`config.mk`:
```
export PLATFORM = sky130hd
export DESIGN_NAME = canopen_velocity_drive_model_unit
export DESIGN_NICKNAME = d
export VERILOG_FILES = /design/src/cvd_pkg.sv /design/src/canopen_velocity_drive_model_unit.sv /design/src/cvd_front.sv /design/src/cvd_queue.sv /design/src/cvd_back.sv
export SDC_FILE = /design/constraint.sdc
export NUM_CORES = 2
export LEC_CHECK = 0
export BUFFER_PORTS_ARGS = -buffer_cell sky130_fd_sc_hd__buf_2
export CAP_MARGIN = 20
export CORE_UTILIZATION = 30
export DETAILED_ROUTE_END_ITERATION = 8
export GPL_TIMING_DRIVEN = 0
export PLACE_DENSITY_LB_ADDON = 0.08
export SLEW_MARGIN = 40
export SYNTH_ARGS = -nofsm -noshare
export SYNTH_HDL_FRONTEND = slang
export SYNTH_SLANG_ARGS = --single-unit
export TNS_END_PERCENT = 1
```
`constraint.sdc`:
```
create_clock -name clk -period 17.75 [get_ports clk]
set_input_delay 1.775 -clock clk [delete_from_list [all_inputs] [get_ports clk]]
set_output_delay 1.775 -clock clk [all_outputs]
set_load 0.03 [all_outputs]
```
`src/cvd_pkg.sv`:
```
// Types, constants and codes shared by the velocity drive model modules.
package cvd_pkg;

    // Fixed-point fraction bits of velocity and position.
    localparam int FRAC_BITS = 16;

    localparam int NODE_W = 7;
    localparam int MAXV_W = 31;
    localparam int DT_W   = 16;

    // Datapath widths; all but POS_W are derived from FRAC_BITS.
    localparam int VEL_W  = FRAC_BITS + 32;   // actual velocity, signed
    localparam int ERR_W  = FRAC_BITS + 33;   // target - actual, signed
    localparam int E5_W   = FRAC_BITS + 36;   // 5 * error, signed
    localparam int MAG_W  = FRAC_BITS + 35;   // magnitude fed to the multiplier
    localparam int LO_W   = MAG_W / 2;
    localparam int HI_W   = MAG_W - LO_W;
    localparam int PROD_W = HI_W + DT_W;
    localparam int SUM_W  = FRAC_BITS + 37;   // velocity before clamping
    localparam int POS_W  = 64;

    // Command queue between front and back.
    localparam int QUEUE_DEPTH = 2;
    localparam int QPTR_W      = $clog2(QUEUE_DEPTH);
    localparam int QCNT_W      = $clog2(QUEUE_DEPTH + 1);

    // Configuration register indexes.
    localparam int CFG_IDX_W = 2;
    localparam logic [CFG_IDX_W-1:0] REG_NODE_ID = 2'd0;
    localparam logic [CFG_IDX_W-1:0] REG_MAX_VEL = 2'd1;

    localparam logic [NODE_W-1:0] NODE_ID_RST = 7'd2;
    localparam logic [MAXV_W-1:0] MAX_VEL_RST = 31'd10000;

    // Input word opcodes.
    localparam logic OP_FRAME = 1'b0;
    localparam logic OP_TICK  = 1'b1;

    // Protocol constants.
    localparam logic [3:0]  FC_RPDO        = 4'h4;
    localparam logic [3:0]  ENABLE_MASK    = 4'hF;
    localparam logic [3:0]  DLC_CTRL_MIN   = 4'd2;
    localparam logic [3:0]  DLC_TARGET_MIN = 4'd6;
    localparam logic [15:0] STATUS_ON      = 16'h1637;
    localparam logic [15:0] STATUS_OFF     = 16'h0650;
    localparam logic [10:0] TPDO_BASE      = 11'h180;
    localparam logic [3:0]  TPDO_FC        = 4'h3;

    typedef struct packed {
        logic        op;
        logic [10:0] can_id;
        logic [3:0]  dlc;
        logic [47:0] payload;
        logic [15:0] tick_time;
    } rx_word_t;

    typedef struct packed {
        logic [10:0]        tx_id;
        logic [15:0]        drive_status;
        logic signed [31:0] velocity_out;
        logic signed [15:0] position_out;
    } tx_word_t;

    typedef enum logic [0:0] {
        CMD_CTRL,
        CMD_TICK
    } cmd_kind_t;

    // Classified command handed from front to back.
    typedef struct packed {
        cmd_kind_t          kind;
        logic               enable;
        logic               set_target;
        logic signed [31:0] target;
        logic [DT_W-1:0]    dt;
    } cmd_t;

    // Queue status seen by the front.
    typedef struct packed {
        logic full;
        logic valid;
    } q_stat_t;

endpackage

```
`src/canopen_velocity_drive_model_unit.sv`:
```
// A control frame is registered in the command queue and applied when the back end pops it;
// a disabled tick goes straight to ST_EMIT for its status word, an enabled one first runs the update.
// The back end pops a new command only from ST_IDLE, so an enabled tick first finishes two passes through the single
// shared 26x16 multiplier and the error, clamp and accumulate steps around it.
// A two-entry command queue lets input words be accepted while a status word waits.
// Reset: drive disabled, target, velocity and position zero, node 2, limit 10000 mrad/s.
module canopen_velocity_drive_model_unit
    import cvd_pkg::*;
(
    input  logic                 clk,
    input  logic                 rst_n,
    input  logic                 rx_valid,
    output logic                 rx_stall,
    input  rx_word_t             rx_word,
    output logic                 tx_valid,
    input  logic                 tx_stall,
    output tx_word_t             tx_word,
    input  logic                 cfg_we,
    input  logic [CFG_IDX_W-1:0] cfg_index,
    input  logic [MAXV_W-1:0]    cfg_data
);

    logic [NODE_W-1:0] node_id_reg;
    logic [MAXV_W-1:0] max_vel_reg;
    q_stat_t           q_stat;
    logic              push;
    cmd_t              push_cmd;
    logic              pop;
    cmd_t              head_cmd;

    // Configuration registers.
    always_ff @(posedge clk or negedge rst_n)
    begin
        if (!rst_n)
        begin
            node_id_reg <= NODE_ID_RST;
            max_vel_reg <= MAX_VEL_RST;
        end
        else if (cfg_we)
        begin
            if (cfg_index == REG_NODE_ID)
            begin
                node_id_reg <= cfg_data[NODE_W-1:0];
            end
            else if (cfg_index == REG_MAX_VEL)
            begin
                max_vel_reg <= cfg_data;
            end
        end
    end

    cvd_front u_front (
        .rx_valid (rx_valid),
        .rx_stall (rx_stall),
        .rx_word  (rx_word),
        .node_id  (node_id_reg),
        .q_stat   (q_stat),
        .push     (push),
        .push_cmd (push_cmd)
    );

    cvd_queue u_queue (
        .clk      (clk),
        .rst_n    (rst_n),
        .push     (push),
        .push_cmd (push_cmd),
        .pop      (pop),
        .q_stat   (q_stat),
        .head_cmd (head_cmd)
    );

    cvd_back u_back (
        .clk         (clk),
        .rst_n       (rst_n),
        .q_valid     (q_stat.valid),
        .head_cmd    (head_cmd),
        .pop         (pop),
        .node_id     (node_id_reg),
        .speed_limit (max_vel_reg),
        .tx_valid    (tx_valid),
        .tx_stall    (tx_stall),
        .tx_word     (tx_word)
    );

endmodule

```
`src/cvd_front.sv`:
```
// Front end: accepts input words, drops foreign frames, and queues commands.
module cvd_front
    import cvd_pkg::*;
(
    input  logic              rx_valid,
    output logic              rx_stall,
    input  rx_word_t          rx_word,
    input  logic [NODE_W-1:0] node_id,
    input  q_stat_t           q_stat,
    output logic              push,
    output cmd_t              push_cmd
);

    logic frame_hit;

    // Match node, function code and minimum length of a control frame.
    assign frame_hit = (rx_word.op == OP_FRAME)
                    && (rx_word.can_id[6:0] == node_id)
                    && (rx_word.can_id[10:7] == FC_RPDO)
                    && (rx_word.dlc >= DLC_CTRL_MIN);

    // Hold the input while the queue is full.
    assign rx_stall = q_stat.full;

    // Queue ticks and matching frames; drop the rest.
    assign push = rx_valid && !q_stat.full && ((rx_word.op == OP_TICK) || frame_hit);

    // Build the command word.
    always_comb
    begin
        push_cmd.kind       = (rx_word.op == OP_TICK) ? CMD_TICK : CMD_CTRL;
        push_cmd.enable     = (rx_word.payload[3:0] == ENABLE_MASK);
        push_cmd.set_target = (rx_word.dlc >= DLC_TARGET_MIN);
        push_cmd.target     = $signed(rx_word.payload[47:16]);
        push_cmd.dt         = rx_word.tick_time;
    end

endmodule

```
`src/cvd_queue.sv`:
```
// Short command queue decoupling the front end from the back end.
module cvd_queue
    import cvd_pkg::*;
(
    input  logic    clk,
    input  logic    rst_n,
    input  logic    push,
    input  cmd_t    push_cmd,
    input  logic    pop,
    output q_stat_t q_stat,
    output cmd_t    head_cmd
);

    cmd_t              mem_reg [QUEUE_DEPTH];
    logic [QPTR_W-1:0] wr_ptr_reg;
    logic [QPTR_W-1:0] wr_ptr_next;
    logic [QPTR_W-1:0] rd_ptr_reg;
    logic [QPTR_W-1:0] rd_ptr_next;
    logic [QCNT_W-1:0] count_reg;
    logic [QCNT_W-1:0] count_next;
    logic              do_push;
    logic              do_pop;

    assign q_stat.full  = (count_reg == QCNT_W'(QUEUE_DEPTH));
    assign q_stat.valid = (count_reg != '0);
    assign head_cmd     = mem_reg[rd_ptr_reg];

    assign do_push = push && !q_stat.full;
    assign do_pop  = pop && q_stat.valid;

    // Advance pointers and occupancy.
    always_comb
    begin
        wr_ptr_next = wr_ptr_reg;
        rd_ptr_next = rd_ptr_reg;
        count_next  = count_reg;
        if (do_push)
        begin
            wr_ptr_next = (wr_ptr_reg == QPTR_W'(QUEUE_DEPTH - 1)) ? '0 : wr_ptr_reg + 1'b1;
        end
        if (do_pop)
        begin
            rd_ptr_next = (rd_ptr_reg == QPTR_W'(QUEUE_DEPTH - 1)) ? '0 : rd_ptr_reg + 1'b1;
        end
        if (do_push && !do_pop)
        begin
            count_next = count_reg + 1'b1;
        end
        else if (do_pop && !do_push)
        begin
            count_next = count_reg - 1'b1;
        end
    end

    always_ff @(posedge clk or negedge rst_n)
    begin
        if (!rst_n)
        begin
            wr_ptr_reg <= '0;
            rd_ptr_reg <= '0;
            count_reg  <= '0;
        end
        else
        begin
            wr_ptr_reg <= wr_ptr_next;
            rd_ptr_reg <= rd_ptr_next;
            count_reg  <= count_next;
        end
    end

    // Store the pushed word.
    always_ff @(posedge clk)
    begin
        if (do_push)
        begin
            mem_reg[wr_ptr_reg] <= push_cmd;
        end
    end

endmodule

```
`src/cvd_back.sv`:
```
// Back end: applies control commands and runs the velocity and position update.
module cvd_back
    import cvd_pkg::*;
(
    input  logic              clk,
    input  logic              rst_n,
    input  logic              q_valid,
    input  cmd_t              head_cmd,
    output logic              pop,
    input  logic [NODE_W-1:0] node_id,
    input  logic [MAXV_W-1:0] speed_limit,
    output logic              tx_valid,
    input  logic              tx_stall,
    output tx_word_t          tx_word
);

    typedef enum logic [3:0] {
        ST_IDLE,
        ST_ERR,
        ST_ERR5,
        ST_MAG,
        ST_MUL_LO,
        ST_MUL_HI,
        ST_SCALE,
        ST_SUM_V,
        ST_CLAMP,
        ST_POS_MAG,
        ST_SUM_P,
        ST_EMIT
    } state_t;

    state_t                    state_reg,   state_next;
    logic                      enabled_reg, enabled_next;
    logic signed [31:0]        target_reg,  target_next;
    logic signed [VEL_W-1:0]   actual_reg,  actual_next;
    logic [POS_W-1:0]          shaft_reg,   shaft_next;
    logic                      tx_valid_reg, tx_valid_next;
    tx_word_t                  tx_word_reg, tx_word_next;

    logic [DT_W-1:0]           dt_reg,      dt_next;
    logic signed [ERR_W-1:0]   err_reg,     err_next;
    logic signed [E5_W-1:0]    e5_reg,      e5_next;
    logic                      neg_reg,     neg_next;
    logic [MAG_W-1:0]          mag_reg,     mag_next;
    logic [PROD_W-1:0]         plo_reg,     plo_next;
    logic [PROD_W-1:0]         phi_reg,     phi_next;
    logic signed [E5_W-1:0]    r_reg,       r_next;
    logic signed [SUM_W-1:0]   vsum_reg,    vsum_next;
    logic                      phase_reg,   phase_next;

    logic [HI_W-1:0]           mul_a;
    logic [PROD_W-1:0]         prod;
    logic [MAG_W+DT_W-1:0]     scale_sum;
    logic [MAG_W-1:0]          r_mag;
    logic signed [SUM_W-1:0]   lim_s;
    logic                      vel_fix;
    logic                      pos_fix;
    logic [31:0]               vel_q;
    logic [15:0]               pos_q;

    assign pop      = (state_reg == ST_IDLE) && q_valid;
    assign tx_valid = tx_valid_reg;
    assign tx_word  = tx_word_reg;

    // Shared multiplier: one half of the magnitude times the tick time.
    assign mul_a = (state_reg == ST_MUL_LO) ? HI_W'(mag_reg[LO_W-1:0])
                                            : mag_reg[MAG_W-1:LO_W];
    assign prod  = PROD_W'(mul_a * dt_reg);

    // Recombine the partial products and drop the Q0.16 fraction.
    assign scale_sum = {phi_reg, {LO_W{1'b0}}} + (MAG_W + DT_W)'(plo_reg);
    assign r_mag     = scale_sum[MAG_W+DT_W-1:DT_W];

    // Clamp limit in velocity format.
    assign lim_s = $signed(SUM_W'({speed_limit, {FRAC_BITS{1'b0}}}));

    // Truncate toward zero on the way out.
    assign vel_fix = actual_reg[VEL_W-1] && (actual_reg[FRAC_BITS-1:0] != '0);
    assign pos_fix = shaft_reg[POS_W-1] && (shaft_reg[FRAC_BITS-1:0] != '0);
    assign vel_q   = actual_reg[FRAC_BITS+31:FRAC_BITS] + 32'(vel_fix);
    assign pos_q   = shaft_reg[FRAC_BITS+15:FRAC_BITS] + 16'(pos_fix);

    // Sequence one command through the datapath.
    always_comb
    begin
        state_next    = state_reg;
        enabled_next  = enabled_reg;
        target_next   = target_reg;
        actual_next   = actual_reg;
        shaft_next    = shaft_reg;
        tx_valid_next = tx_valid_reg;
        tx_word_next  = tx_word_reg;
        dt_next       = dt_reg;
        err_next      = err_reg;
        e5_next       = e5_reg;
        neg_next      = neg_reg;
        mag_next      = mag_reg;
        plo_next      = plo_reg;
        phi_next      = phi_reg;
        r_next        = r_reg;
        vsum_next     = vsum_reg;
        phase_next    = phase_reg;

        // Drop the output word once taken.
        if (tx_valid_reg && !tx_stall)
        begin
            tx_valid_next = 1'b0;
        end

        unique case (state_reg)
            ST_IDLE:
            begin
                if (q_valid)
                begin
                    if (head_cmd.kind == CMD_CTRL)
                    begin
                        enabled_next = head_cmd.enable;
                        if (head_cmd.set_target)
                        begin
                            target_next = head_cmd.target;
                        end
                    end
                    else
                    begin
                        dt_next = head_cmd.dt;
                        if (enabled_reg)
                        begin
                            state_next = ST_ERR;
                        end
                        else
                        begin
                            actual_next = '0;
                            state_next  = ST_EMIT;
                        end
                    end
                end
            end
            ST_ERR:
            begin
                err_next   = (ERR_W'(target_reg) <<< FRAC_BITS) - ERR_W'(actual_reg);
                state_next = ST_ERR5;
            end
            ST_ERR5:
            begin
                e5_next    = (E5_W'(err_reg) <<< 2) + E5_W'(err_reg);
                state_next = ST_MAG;
            end
            ST_MAG:
            begin
                neg_next   = e5_reg[E5_W-1];
                mag_next   = e5_reg[E5_W-1] ? MAG_W'(-e5_reg) : MAG_W'(e5_reg);
                phase_next = 1'b0;
                state_next = ST_MUL_LO;
            end
            ST_MUL_LO:
            begin
                plo_next   = prod;
                state_next = ST_MUL_HI;
            end
            ST_MUL_HI:
            begin
                phi_next   = prod;
                state_next = ST_SCALE;
            end
            ST_SCALE:
            begin
                r_next     = neg_reg ? -$signed(E5_W'(r_mag)) : $signed(E5_W'(r_mag));
                state_next = phase_reg ? ST_SUM_P : ST_SUM_V;
            end
            ST_SUM_V:
            begin
                vsum_next  = SUM_W'(actual_reg) + SUM_W'(r_reg);
                state_next = ST_CLAMP;
            end
            ST_CLAMP:
            begin
                if (vsum_reg > lim_s)
                begin
                    actual_next = VEL_W'(lim_s);
                end
                else if (vsum_reg < -lim_s)
                begin
                    actual_next = VEL_W'(-lim_s);
                end
                else
                begin
                    actual_next = VEL_W'(vsum_reg);
                end
                state_next = ST_POS_MAG;
            end
            ST_POS_MAG:
            begin
                neg_next   = actual_reg[VEL_W-1];
                mag_next   = actual_reg[VEL_W-1] ? MAG_W'(-actual_reg) : MAG_W'(actual_reg);
                phase_next = 1'b1;
                state_next = ST_MUL_LO;
            end
            ST_SUM_P:
            begin
                shaft_next = shaft_reg + POS_W'(r_reg);
                state_next = ST_EMIT;
            end
            ST_EMIT:
            begin
                if (!tx_valid_reg || !tx_stall)
                begin
                    tx_valid_next             = 1'b1;
                    tx_word_next.tx_id        = TPDO_BASE + 11'(node_id);
                    tx_word_next.drive_status = enabled_reg ? STATUS_ON : STATUS_OFF;
                    tx_word_next.velocity_out = $signed(vel_q);
                    tx_word_next.position_out = $signed(pos_q);
                    state_next                = ST_IDLE;
                end
            end
            default:
            begin
                state_next = ST_IDLE;
            end
        endcase
    end

    // State, drive state and output word.
    always_ff @(posedge clk or negedge rst_n)
    begin
        if (!rst_n)
        begin
            state_reg    <= ST_IDLE;
            enabled_reg  <= 1'b0;
            target_reg   <= '0;
            actual_reg   <= '0;
            shaft_reg    <= '0;
            tx_valid_reg <= 1'b0;
            tx_word_reg  <= '0;
        end
        else
        begin
            state_reg    <= state_next;
            enabled_reg  <= enabled_next;
            target_reg   <= target_next;
            actual_reg   <= actual_next;
            shaft_reg    <= shaft_next;
            tx_valid_reg <= tx_valid_next;
            tx_word_reg  <= tx_word_next;
        end
    end

    // Working registers of the update sequence.
    always_ff @(posedge clk)
    begin
        dt_reg    <= dt_next;
        err_reg   <= err_next;
        e5_reg    <= e5_next;
        neg_reg   <= neg_next;
        mag_reg   <= mag_next;
        plo_reg   <= plo_next;
        phi_reg   <= phi_next;
        r_reg     <= r_next;
        vsum_reg  <= vsum_next;
        phase_reg <= phase_next;
    end

endmodule

```
==> out/qor.csv <==
stage,metric,value,unit
route,Final ANT Viol Nets,0,
critical_path,Required @ worst endpoint,18.14,ns
finish,fillers,19300,
route,vias after detailed routing,43400,
clocking,H-tree depth,3,
synth,Yosys reg bits,695,
route,drt drc,0,
finish,share of post-route cells with drive strength above 1,0.0922,
finish,Storage cell area,19600,um^2
finish,Multi-input gate area,33800,um^2
finish,nets,6975,
clocking,root buffer cell,clkbuf_16,
critical_path,Critical Path End Type,register,
finish,Layout area overhead,13.8,%
critical_path,Crit Path Category,register to register,
sta,Pins Over Slew Limit,0,
clocking,CTS max path bufs,3,
placement,Inst Count DP,8505,
critical_path,CP most frequent cell,fa_1,
sta,worst-margin pin slew,0.875,ns
placement,GP Congestion,0.867,
run,Max Cap Violations,0,
critical_path,crit path max fanout,13,
sta,RSZ-0062 raised after global routing,no,
critical_path,crit path max-delay cell type,clkbuf_1,
global_route,GRT Util Overall,0.202,
synth,register area share after synthesis,0.348,
placement,# port buffers,172,
clocking,# hold bufs at CTS,0,
sta,fin crit period,10.20,ns
clocking,CTS tree,done,
synth,Mean Syn Cell Area,9.74,um^2
die,Die Y,436,um
placement,DP HPWL,156000,um
global_route,largest net degree at the start of global routing,66,
global_route,initial antenna violation count,7,
die,area of the core,186000,um^2
sta,fin crit share,0.574,
synth,Post-Syn Instances,5792,
route,Avg WL per Cell,22.3,um
critical_path,"Largest stage delay, worst path",0.65,ns
synth,Synth top cells by count,"nand2_1 (652), inv_1 (560), edfxtp_1 (445)",
global_route,vias in the first global route,44400,
worst_hold_path,Hold EP,u_back.tx_word[37],
synth,"FFs w/ async S/R, synth",0.360,
clocking,postcts setup bufs,0,
critical_path,worst reg2reg path endpoint,u_back.phi_reg[31],
die,Rows,158,
clocking,latest clock arrival within the worst-skew pair,0.73,ns
worst_hold_path,Hold Crit Depth,2,
sta,Min Hold Slack,0.473,ns
worst_hold_path,hold_sp,u_back.tx_word[37],
critical_path,Worst EP arrival,10.59,ns
sta,Final Hold Viols,0,
critical_path,R2R setup slack,7.55,ns
finish,max FFs per register,102,
clocking,clk slew on worst S/H paths,0.06,ns
synth,Post-synth top flop,edfxtp_1,
sta,FMAX,98.1,MHz
synth,"EDFF count, synth",445,
die,die width,436,um
sta,Fin Setup TNS,0,ns
synth,top-count cell post-synth,nand2_1,
clocking,clock sinks,695,
critical_path,Worst path top cell family by delay,adder cells,
status,status,"complete, no violations",
finish,Finished Layout Cells,8678,
critical_path,Reg2Reg Depth,28,
placement,dpl ws,7.66,ns
route,Routed Wire Length,194000,um
worst_hold_path,Hold Path Class,register to register,
critical_path,worst path bufs/invs,7,
synth,Area contributors post-synth,"edfxtp_1 (24%), fa_1 (12%), dfrtp_1 (11%)",
route,TritonRoute pass-1 iters,6,
sta,"Worst Setup Slack, final",7.55,ns
route,initial DRC count,2643,
clocking,PostCTS Resize Cnt,0,
critical_path,CP startpoint kind,register,
synth,Synth area leader,edfxtp_1,
global_route,first-pass GRT wire length,289000,um
critical_path,Reg-to-Reg Start,u_back.state_reg[3],
die,die area,190000,um^2
global_route,grt ovf,0,
sta,clk_skew,0.0392,ns
die,Ports,195,
sta,max_slew headroom,0.417,
die,starting density of the core,0.303,
route,vias per cell,5.00,
synth,share of the synthesized area in the top cell type,0.237,
synth,synth warn,0,
clocking,CTS buffer count,88,
synth,mapped cell area,56400,um^2
synth,Netlist cell types,90,
sta,endpoints failing setup,0,
## stage by stage
stage,cell area (um^2),utilization
after CTS,64200,0.345
final,64200,0.345
after detailed placement,61200,0.328
after global placement,60400,0.325
after floorplan,56500,-
after global routing,64200,0.345
## final cells by class
cell class,instances,area share
Clock inverter,53,0.00918
Buffer,248,0.0160
Clock buffer,113,0.0375
Antenna cell,6,0.000234
Timing Repair Buffer,226,0.0235
Sequential cell,695,0.306
Tap cell,2480,0.0483
Multi-Input combinational cell,4293,0.527
Inverter,564,0.0330
## layer usage
metal / GRT usage / share of wire
met1: 0.276 / 0.46
met2: 0.336 / 0.47
met3: 0.0228 / 0.037
met4: 0.0590 / 0.027
met5: 0 / 0
## worst max-delay path by stage
stage / depth (start not counted) / slack, ns / startpoint / to
2_1_floorplan: 30 / 9.29 / u_back.state_reg[3] / u_back.phi_reg[38]
3_3_place_gp: 29 / 6.52 / u_back.state_reg[3] / u_back.phi_reg[40]
3_5_place_dp: 31 / 7.66 / u_back.state_reg[3] / u_back.phi_reg[40]
4_1_cts: 30 / 7.58 / u_back.state_reg[3] / u_back.phi_reg[31]
5_1_grt: 27 / 7.04 / u_back.state_reg[3] / u_back.phi_reg[31]
6_report: 28 / 7.55 / u_back.state_reg[3] / u_back.phi_reg[31]
## logic make-up (layout without fill, tap and decap cells)
family / count (synthesis) / count (layout) / synth area share
compound gates: 1263 / 1263 / 0.143
xor+xnor: 483 / 483 / 0.0750
fa+ha+maj: 741 / 741 / 0.209
buf+inv: 812 / 1204 / 0.0553
flops: 695 / 695 / 0.348
mux: 149 / 149 / 0.0284
other cells: 1 / 15 / 0.0000664
simple gates: 1648 / 1648 / 0.141
## worst register-to-register path: cells and delay by family, from the launching register on
kind	cells	cell delay, ns
adder cells (fa/ha/maj)	7	3.55
flip-flops	1	0.41
XOR/XNOR	1	0.64
buffers and inverters	7	1.81
AO/OA/AOI/OAI	6	1.52
AND/OR/NAND/NOR	7	1.94
## cells in the final DEF, fill, tap and decap left out, types with 83 or more instances in the layout
cell,synthesis,routed
nand2_1,652,652
inv_1,560,560
edfxtp_1,445,445
ha_1,403,403
fa_1,338,338
xnor2_1,332,331
o21ai_0,329,325
a21oi_1,321,321
nor2_1,268,262
dfrtp_1,244,244
clkbuf_1,211,211
buf_2,2,195
and2_1,191,190
a21o_1,177,177
xor2_1,151,151
nand3_1,101,101
clkbuf_16,0,91
mux2_2,90,90
nor3_1,86,83
Power is left out: the tool's default activity adds up to more than one toggle a clock period on the data nets, which glitch-free logic cannot reach.
